File: src/hdl/rsp_pkg.sv
`timescale 1ns / 1ps

package rsp_pkg;

  // Protocol characters
  localparam logic [7:0] CharDollar = 8'h24;
  localparam logic [7:0] CharHash   = 8'h23;
  localparam logic [7:0] CharColon  = 8'h3A;

  localparam int unsigned CountW = 16;
  localparam logic [CountW-1:0] MaxPayloadReset = 16'd1024;

  // Result kinds
  typedef enum logic [2:0] {
    KIND_DATA    = 3'd0,
    KIND_ACK     = 3'd1,
    KIND_NAK     = 3'd2,
    KIND_RESTART = 3'd3,
    KIND_DROP    = 3'd4
  } kind_e;

  // Receive phases, one-hot
  typedef enum logic [3:0] {
    PH_HUNT    = 4'b0001,
    PH_PAYLOAD = 4'b0010,
    PH_SUM_HI  = 4'b0100,
    PH_SUM_LO  = 4'b1000
  } phase_e;

  typedef struct packed {
    logic [7:0] rx_byte;
  } rx_item_t;

  typedef struct packed {
    kind_e             kind;
    logic [7:0]        data_byte;
    logic [CountW-1:0] payload_length;
    logic              seq_present;
    logic [15:0]       seq_id;
  } result_t;

  // ASCII hex digit to nibble; anything else reads as zero
  function automatic logic [3:0] hex_value(input logic [7:0] c);
    logic [3:0] v;
    v = 4'd0;
    if (c >= 8'h30 && c <= 8'h39) begin
      v = c[3:0];
    end else if ((c >= 8'h61 && c <= 8'h66) || (c >= 8'h41 && c <= 8'h46)) begin
      v = c[3:0] + 4'd9;
    end
    return v;
  endfunction

endpackage

File: src/hdl/rsp_if.sv
`timescale 1ns / 1ps

// Received byte channel
interface rsp_rx_if;
  logic              valid;
  logic              ready;
  rsp_pkg::rx_item_t payload;

  modport source(output valid, output payload, input ready);
  modport sink(input valid, input payload, output ready);
endinterface

// Result channel
interface rsp_res_if;
  logic             valid;
  logic             ready;
  rsp_pkg::result_t payload;

  modport source(output valid, output payload, input ready);
  modport sink(input valid, input payload, output ready);
endinterface

File: src/hdl/rsp_parser.sv
`timescale 1ns / 1ps

module rsp_parser (
  input  logic                          clk_i,
  input  logic                          rst_ni,
  input  logic                          step_i,
  input  logic [7:0]                    byte_i,
  input  logic [rsp_pkg::CountW-1:0]    max_payload_i,
  output logic                          res_valid_o,
  output rsp_pkg::result_t              res_o
);
  import rsp_pkg::*;

  phase_e            phase_q, phase_d;
  logic [7:0]        sum_q, sum_d;
  logic [CountW-1:0] count_q, count_d;
  logic [3:0]        sent_hi_q, sent_hi_d;
  logic [15:0]       first_q, first_d;
  logic              colon_q, colon_d;

  logic [CountW-1:0] count_inc;
  logic [7:0]        sent_sum;
  logic              seq_ok;

  assign count_inc = count_q + CountW'(1);
  assign sent_sum  = {sent_hi_q, hex_value(byte_i)};
  assign seq_ok    = (count_q >= CountW'(3)) && colon_q;

  // Next state and result for the byte in the input register
  always_comb begin
    phase_d     = phase_q;
    sum_d       = sum_q;
    count_d     = count_q;
    sent_hi_d   = sent_hi_q;
    first_d     = first_q;
    colon_d     = colon_q;
    res_valid_o = 1'b0;
    res_o       = '0;
    res_o.kind  = KIND_DATA;

    unique case (phase_q)
      PH_HUNT: begin
        if (byte_i == CharDollar) begin
          sum_d     = '0;
          count_d   = '0;
          sent_hi_d = '0;
          first_d   = '0;
          colon_d   = 1'b0;
          phase_d   = PH_PAYLOAD;
        end
      end
      PH_PAYLOAD: begin
        if (byte_i == CharDollar) begin
          sum_d       = '0;
          count_d     = '0;
          sent_hi_d   = '0;
          first_d     = '0;
          colon_d     = 1'b0;
          res_valid_o = 1'b1;
          res_o.kind  = KIND_RESTART;
        end else if (byte_i == CharHash) begin
          phase_d = PH_SUM_HI;
        end else if (count_inc >= max_payload_i) begin
          // overflow: drop the packet and resume hunting
          phase_d     = PH_HUNT;
          sum_d       = '0;
          count_d     = '0;
          sent_hi_d   = '0;
          first_d     = '0;
          colon_d     = 1'b0;
          res_valid_o = 1'b1;
          res_o.kind  = KIND_DROP;
        end else begin
          sum_d   = sum_q + byte_i;
          count_d = count_inc;
          if (count_q == CountW'(0)) begin
            first_d = {byte_i, 8'h00};
          end else if (count_q == CountW'(1)) begin
            first_d = {first_q[15:8], byte_i};
          end else if (count_q == CountW'(2)) begin
            colon_d = (byte_i == CharColon);
          end
          res_valid_o     = 1'b1;
          res_o.kind      = KIND_DATA;
          res_o.data_byte = byte_i;
        end
      end
      PH_SUM_HI: begin
        sent_hi_d = hex_value(byte_i);
        phase_d   = PH_SUM_LO;
      end
      PH_SUM_LO: begin
        phase_d     = PH_HUNT;
        res_valid_o = 1'b1;
        if (sent_sum != sum_q) begin
          res_o.kind = KIND_NAK;
        end else begin
          res_o.kind           = KIND_ACK;
          res_o.payload_length = count_q;
          res_o.seq_present    = seq_ok;
          res_o.seq_id         = seq_ok ? first_q : 16'h0000;
        end
      end
      default: begin
        phase_d = PH_HUNT;
      end
    endcase
  end

  // Packet state, updated once per consumed byte
  always_ff @(posedge clk_i or negedge rst_ni) begin
    if (!rst_ni) begin
      phase_q   <= PH_HUNT;
      sum_q     <= '0;
      count_q   <= '0;
      sent_hi_q <= '0;
      first_q   <= '0;
      colon_q   <= 1'b0;
    end else if (step_i) begin
      phase_q   <= phase_d;
      sum_q     <= sum_d;
      count_q   <= count_d;
      sent_hi_q <= sent_hi_d;
      first_q   <= first_d;
      colon_q   <= colon_d;
    end
  end

endmodule

File: src/hdl/rsp_packet_receiver_top.sv
`timescale 1ns / 1ps

// Receive side of the remote serial debug protocol. One received byte per
// transaction on rx_i; each byte yields at most one result on rsp_o (payload
// byte, ack with length and optional sequence id, nak, restart, or overflow
// drop). A byte can be taken every clock cycle while rsp_o is not stalled: the
// rate is one byte per cycle, set by the parse step that sits between the input
// register and the result register; a byte's result is loaded into the result
// register when the parse step runs and is then presented on rsp_o. max_payload
// is written through cfg_we_i/cfg_wdata_i; the user must write it only while the
// block is idle, the block itself does not enforce this; it resets to 1024.
module rsp_packet_receiver_top (
  input  logic                       clk_i,
  input  logic                       rst_ni,
  input  logic                       cfg_we_i,
  input  logic [rsp_pkg::CountW-1:0] cfg_wdata_i,
  rsp_rx_if.sink                     rx_i,
  rsp_res_if.source                  rsp_o
);
  import rsp_pkg::*;

  logic [CountW-1:0] max_payload_q;
  logic              in_valid_q;
  logic [7:0]        in_byte_q;
  logic              out_valid_q;
  result_t           out_q;

  logic    out_free;
  logic    step;
  logic    res_valid;
  result_t res;

  // Configuration register
  always_ff @(posedge clk_i or negedge rst_ni) begin
    if (!rst_ni) begin
      max_payload_q <= MaxPayloadReset;
    end else if (cfg_we_i) begin
      max_payload_q <= cfg_wdata_i;
    end
  end

  // Handshake: parse when the result register can take a new entry
  assign out_free   = !out_valid_q || rsp_o.ready;
  assign step       = in_valid_q && out_free;
  assign rx_i.ready = !in_valid_q || step;

  // Input register
  always_ff @(posedge clk_i or negedge rst_ni) begin
    if (!rst_ni) begin
      in_valid_q <= 1'b0;
    end else if (rx_i.ready) begin
      in_valid_q <= rx_i.valid;
    end
  end

  always_ff @(posedge clk_i) begin
    if (rx_i.ready && rx_i.valid) begin
      in_byte_q <= rx_i.payload.rx_byte;
    end
  end

  rsp_parser u_parser (
    .clk_i,
    .rst_ni,
    .step_i        (step),
    .byte_i        (in_byte_q),
    .max_payload_i (max_payload_q),
    .res_valid_o   (res_valid),
    .res_o         (res)
  );

  // Result register
  always_ff @(posedge clk_i or negedge rst_ni) begin
    if (!rst_ni) begin
      out_valid_q <= 1'b0;
    end else if (out_free) begin
      out_valid_q <= step && res_valid;
    end
  end

  always_ff @(posedge clk_i) begin
    if (step && res_valid) begin
      out_q <= res;
    end
  end

  assign rsp_o.valid   = out_valid_q;
  assign rsp_o.payload = out_q;

endmodule

File: src/flat_wrapper.sv
// flat-port wrapper written by rule: the top's interface ports become plain ports
module rsp_packet_receiver_top_flat import rsp_pkg::*;
  (clk_i, rst_ni, cfg_we_i, cfg_wdata_i, rx_i_valid, rx_i_payload, rx_i_ready, rsp_o_valid, rsp_o_payload, rsp_o_ready);
  rsp_rx_if rx_i_i ();
  rsp_res_if rsp_o_i ();
  input  logic clk_i;
  input  logic rst_ni;
  input  logic cfg_we_i;
  input  logic [rsp_pkg::CountW-1:0] cfg_wdata_i;
  input wire logic [$bits(rx_i_i.valid)-1:0] rx_i_valid;
  input wire logic [$bits(rx_i_i.payload)-1:0] rx_i_payload;
  output wire logic [$bits(rx_i_i.ready)-1:0] rx_i_ready;
  output wire logic [$bits(rsp_o_i.valid)-1:0] rsp_o_valid;
  output wire logic [$bits(rsp_o_i.payload)-1:0] rsp_o_payload;
  input wire logic [$bits(rsp_o_i.ready)-1:0] rsp_o_ready;
  assign rx_i_i.valid = rx_i_valid;
  assign rx_i_i.payload = rx_i_payload;
  assign rx_i_ready = rx_i_i.ready;
  assign rsp_o_valid = rsp_o_i.valid;
  assign rsp_o_payload = rsp_o_i.payload;
  assign rsp_o_i.ready = rsp_o_ready;
  rsp_packet_receiver_top u_core (.clk_i(clk_i), .rst_ni(rst_ni), .cfg_we_i(cfg_we_i), .cfg_wdata_i(cfg_wdata_i), .rx_i(rx_i_i), .rsp_o(rsp_o_i));
endmodule
File: config.mk
export PLATFORM = sky130hd
export DESIGN_NAME = rsp_packet_receiver_top_flat
export DESIGN_NICKNAME = d
export VERILOG_FILES = /design/src/hdl/rsp_pkg.sv /design/src/hdl/rsp_if.sv /design/src/hdl/rsp_parser.sv /design/src/hdl/rsp_packet_receiver_top.sv /design/src/flat_wrapper.sv
export SDC_FILE = /design/constraint.sdc
export NUM_CORES = 1
export LEC_CHECK = 0
export ABC_AREA = 0
export BUFFER_PORTS_ARGS = -buffer_cell sky130_fd_sc_hd__buf_4
export CORE_UTILIZATION = 53
export CTS_CLUSTER_DIAMETER = 150
export DETAILED_ROUTE_END_ITERATION = 10
export PLACE_DENSITY = 0.89
export SYNTH_ARGS = -nofsm -noshare
export SYNTH_HDL_FRONTEND = slang
export SYNTH_SLANG_ARGS = --single-unit
File: constraint.sdc
create_clock -name clk_i -period 3.62 [get_ports clk_i]
set_input_delay 0.181 -clock clk_i [delete_from_list [all_inputs] [get_ports clk_i]]
set_output_delay 0.181 -clock clk_i [all_outputs]
set_load 0.02 [all_outputs]
==> impl_metrics.env <==
export IMPL_clock_latency_late_sink_ps=430
export IMPL_timing_critical_path_to_type="flip-flop"
export IMPL_nets=754
export IMPL_area_growth_syn_to_layout_pct=27.80
export IMPL_fmax_ghz=0.2834
export IMPL_cp_endpoint="u_core.u_parser.sent_hi_q[2]"
export IMPL_total_cts_buffers=17
export IMPL_drc=0
export IMPL_synth_top_cell_area_share_pct=26.49
export IMPL_final_setup_skew_ps=7.407
export IMPL_worst_ep_arrival_time_ps=3830
export IMPL_power_combinational_fraction_pct=31.6
export IMPL_core_region_area_mm2=0.01108
export IMPL_critPathRequiredTime_ps=3920
export IMPL_top_fanout_value_on_the_critical_path=6
export IMPL_grtUsageTotal_pct=29.81
export IMPL_power_per_standard_cell_area_mw_per_mm2=646.4
export IMPL_final_max_slew_viol_count=0
export IMPL_timing_final_crit_share_pct=97.48
export IMPL_synth_edff_count=52
export IMPL_cellLeakagePower_nw=3.365
export IMPL_number_of_global_route_vias_before_repair=5283
export IMPL_setup_violations=0
export IMPL_ios=75
export IMPL_critical_path_max_stage_delay_ps=410
export IMPL_max_slew_worst_pin_slew_ps=861.1
export IMPL_status="finished clean"
export IMPL_critPathSlowestCell="sky130_fd_sc_hd__dfrtp_2"
export IMPL_route_detailed_wl_per_inst_um=19.65
export IMPL_synth_unique_cells=70
export IMPL_synth_cells=572
export IMPL_antenna_violations_before_repair=0
export IMPL_timing_critical_path_cells="inv_1 -> nor4_4 -> and4_4 -> nor4b_2 -> buf_4 -> xnor2_1 -> ha_1 -> nand2_1 -> a2111o_1 -> o21a_2 -> a2111oi_0 -> buf_4 -> o22ai_1"
export IMPL_critical_path_reg2reg_endpoint="u_core.u_parser.sent_hi_q[2]"
export IMPL_antenna_violating_nets_post_route=0
export IMPL_post_synthesis_sequential_area_ratio_pct=52.78
export IMPL_share_clk_of_total_power_pct=31.6
export IMPL_period_minus_slack_ps=3529
export IMPL_cts_num_sinks=119
export IMPL_dp_hpwl_um=10460
export IMPL_drt_pass1_iter_count=5
export IMPL_die_area_mm2=0.01202
export IMPL_p_switching_w=0.001821
export IMPL_clock_root_buffer="sky130_fd_sc_hd__clkbuf_16"
export IMPL_rr_startpoint="u_core.u_parser.count_q[6]"
export IMPL_placement_rows=38
export IMPL_critical_path_startpoint_type="flip-flop"
export IMPL_num_antenna_cells=0
export IMPL_asyncSetResetFlopFracSynth_pct=56.30
export IMPL_clk_path_buf_depth=2
export IMPL_gr_total_overflow=0
export IMPL_synth_commonest_cells="sky130_fd_sc_hd__inv_1, sky130_fd_sc_hd__dfrtp_1, sky130_fd_sc_hd__edfxtp_1"
export IMPL_hp_class="in2reg"
export IMPL_ff2ff_setup_slack_ps=90
export IMPL_dpl_cell_area_mm2=0.006948
export IMPL_yosysWarnings=0
export IMPL_synth_area_mm2=0.006140
export IMPL_post_drt_via_cell_ratio=6.194
export IMPL_irDropWorstVdd_mv=0.3803
export IMPL_yosys_top_cells_area="sky130_fd_sc_hd__dfrtp_1, sky130_fd_sc_hd__edfxtp_1, sky130_fd_sc_hd__ha_1, sky130_fd_sc_hd__inv_1, sky130_fd_sc_hd__xnor2_1"
export IMPL_power_switching_share_pct=35.90
export IMPL_reg2reg_depth=13
export IMPL_setup_worst_path_class="reg2reg"
export IMPL_routabilityCongestion=0.9963
export IMPL_avgSynthCellArea_um2=10.73
export IMPL_multiInputGateArea_mm2=0.002614
export IMPL_port_buffers=74
export IMPL_synth_most_common_cell="sky130_fd_sc_hd__inv_1"
export IMPL_pwr_share_seq_pct=36.7
export IMPL_synth_top_cell_by_area="sky130_fd_sc_hd__dfrtp_1"
export IMPL_initial_utilization_pct=55.42
export IMPL_die_w_um=109.6
export IMPL_final_design_area_no_fill_mm2=0.007846
export IMPL_clk_pin_slew_worst_paths_ps=60
export IMPL_tritoncts_clock_tree="yes"
export IMPL_synth_main_ff_cell="sky130_fd_sc_hd__dfrtp_1"
export IMPL_postRouteWirelength_um=16620
export IMPL_max_slew_margin_pct=42.59
export IMPL_internal_dissipation_w=0.003251
export IMPL_crit_start="u_core.u_parser.count_q[6]"
export IMPL_grt_first_pass_wirelength_um=26520
export IMPL_cpMostUsedCell="sky130_fd_sc_hd__buf_4"
export IMPL_synth_nets=633
export IMPL_final_fill_count=740
export IMPL_drive_above_1_share_pct=22.95
export IMPL_dieHeight_um=109.6
export IMPL_max_cap_violations=0
export IMPL_route_vias_total=5240
export IMPL_ff_latch_area_mm2=0.003247
export IMPL_drt_first_iter_violations=539
export IMPL_fin_hold_ws_ps=10.86
export IMPL_ctsHtreeMaxLevel=4
export IMPL_number_of_storage_elements_in_the_synthesis_netlist=119
export IMPL_grt_max_degree=68
export IMPL_final_hold_viol_count=0
## state kept, by name (all words and copies together) (netlist names)
| name | cells |
|---|---|
| u_core.rsp_o.payload | 44 |
| u_core.max_payload_q | 16 |
| u_core.u_parser.count_q | 16 |
| u_core.u_parser.first_q | 16 |
| u_core.in_byte_q | 8 |
| u_core.u_parser.sum_q | 8 |
| u_core.u_parser.phase_q | 4 |
| u_core.u_parser.sent_hi_q | 4 |
| u_core.in_valid_q | 1 |
| u_core.rsp_o.valid | 1 |
| u_core.u_parser.colon_q | 1 |
## power groups by stage
stage	combinational (W)	clock (W)	sequential (W)
global placement	0.00144	0	0.00185
global route	0.00173	0.00168	0.00188
CTS	0.00156	0.00161	0.00185
finish	0.00160	0.00161	0.00186
detailed placement	0.00149	0	0.00187
floorplan	0.000918	0	0.00191
## area by class of cell
type	instances	area share, %
well taps	140	2.232
clock buffers	18	5.597
inverters	67	3.205
flip-flops and latches	119	41.38
multi-input cells	364	33.31
repair buffers	124	12.66
clock inverters	14	1.611
## kinds of logic (layout without fill, tap and decap cells)
| logic type | count (synthesis) | in the layout | share of synthesized area [%] |
|---|---|---|---|
| AOI/OAI and AO/OA | 117 | 117 | 13.33 |
| xor gates and xnor gates | 27 | 27 | 3.852 |
| adders and majority gates | 32 | 32 | 6.644 |
| buffers and inverters | 89 | 223 | 5.767 |
| DFF | 119 | 119 | 52.78 |
| muxes | 12 | 12 | 1.997 |
| and+or+nand+nor | 176 | 176 | 15.63 |
## worst max-delay path, delay by kind of cell, from the launching register on
family / cells / cell delay (ps)
xor+xnor: 1 / 70
flops: 1 / 410
fa+ha+maj: 1 / 300
simple gates: 4 / 950
buf+inv: 3 / 520
compound gates: 4 / 1150
## worst min-delay path by stage
stage	from	endpoint	slack [ps]	cells after the start
detailed placement	rst_ni	u_core.max_payload_q[2]	340	1
floorplan	rst_ni	u_core.in_valid_q	-110	0
global placement	rst_ni	u_core.max_payload_q[0]	330	1
finish	cfg_wdata_i[11]	u_core.max_payload_q[11]	10	3
global route	cfg_wdata_i[11]	u_core.max_payload_q[11]	40	3
CTS	cfg_wdata_i[11]	u_core.max_payload_q[11]	5	3
## per-layer routing
layer / GRT usage [%] / vias up / wire length, um
met4: 18.76 / 0 / 739
met3: 6.283 / 84 / 1418
met2: 47.98 / 314 / 8104
met1: 36.68 / 2513 / 6360
li1: - / 2329 / -
met5: 0 / - / 0
## metrics by stage
step                std cells  setup TNS, ps  setup WS, ps  total power, W  util (%)
floorplan                 572              0         137.6        0.002825         -
global route              846         -32.96        -19.79        0.005285     70.83
global placement          788              0         197.9        0.003284     62.72
CTS                       845              0         47.31        0.005013     70.26
detailed placement        788              0         30.30        0.003359     62.72
finish                    846              0         91.26        0.005072     70.83
## repair_timing
item	CTS	global route
gates cloned	0	0
endpoints found under the setup margin	23	58
hold endpoints to repair	89	0
pin swaps	0	2
gates resized for setup	4	15
hold buffers	25	0
buffers inserted	0	1
## cells in the final DEF (no fill, tap or decap), types with 7 or more instances in the layout
cell type / Yosys / layout
sky130_fd_sc_hd__xnor2_1: 21 / 21
sky130_fd_sc_hd__nor3_1: 25 / 25
sky130_fd_sc_hd__o22ai_1: 8 / 8
sky130_fd_sc_hd__edfxtp_1: 52 / 52
sky130_fd_sc_hd__clkbuf_16: 0 / 17
sky130_fd_sc_hd__dlygate4sd3_1: 0 / 25
sky130_fd_sc_hd__nor4_1: 25 / 23
sky130_fd_sc_hd__a22o_1: 18 / 18
sky130_fd_sc_hd__nand3_1: 15 / 14
sky130_fd_sc_hd__mux2i_1: 10 / 10
sky130_fd_sc_hd__a21oi_1: 10 / 10
sky130_fd_sc_hd__o21ai_0: 25 / 25
sky130_fd_sc_hd__nor2_1: 23 / 22
sky130_fd_sc_hd__ha_1: 31 / 31
sky130_fd_sc_hd__and3_1: 7 / 7
sky130_fd_sc_hd__dfrtp_1: 65 / 60
sky130_fd_sc_hd__buf_4: 2 / 99
sky130_fd_sc_hd__a31oi_1: 13 / 13
sky130_fd_sc_hd__clkinvlp_4: 0 / 7
sky130_fd_sc_hd__inv_1: 67 / 67
sky130_fd_sc_hd__nand2_1: 40 / 40
(Power assumes the default switching activity.)
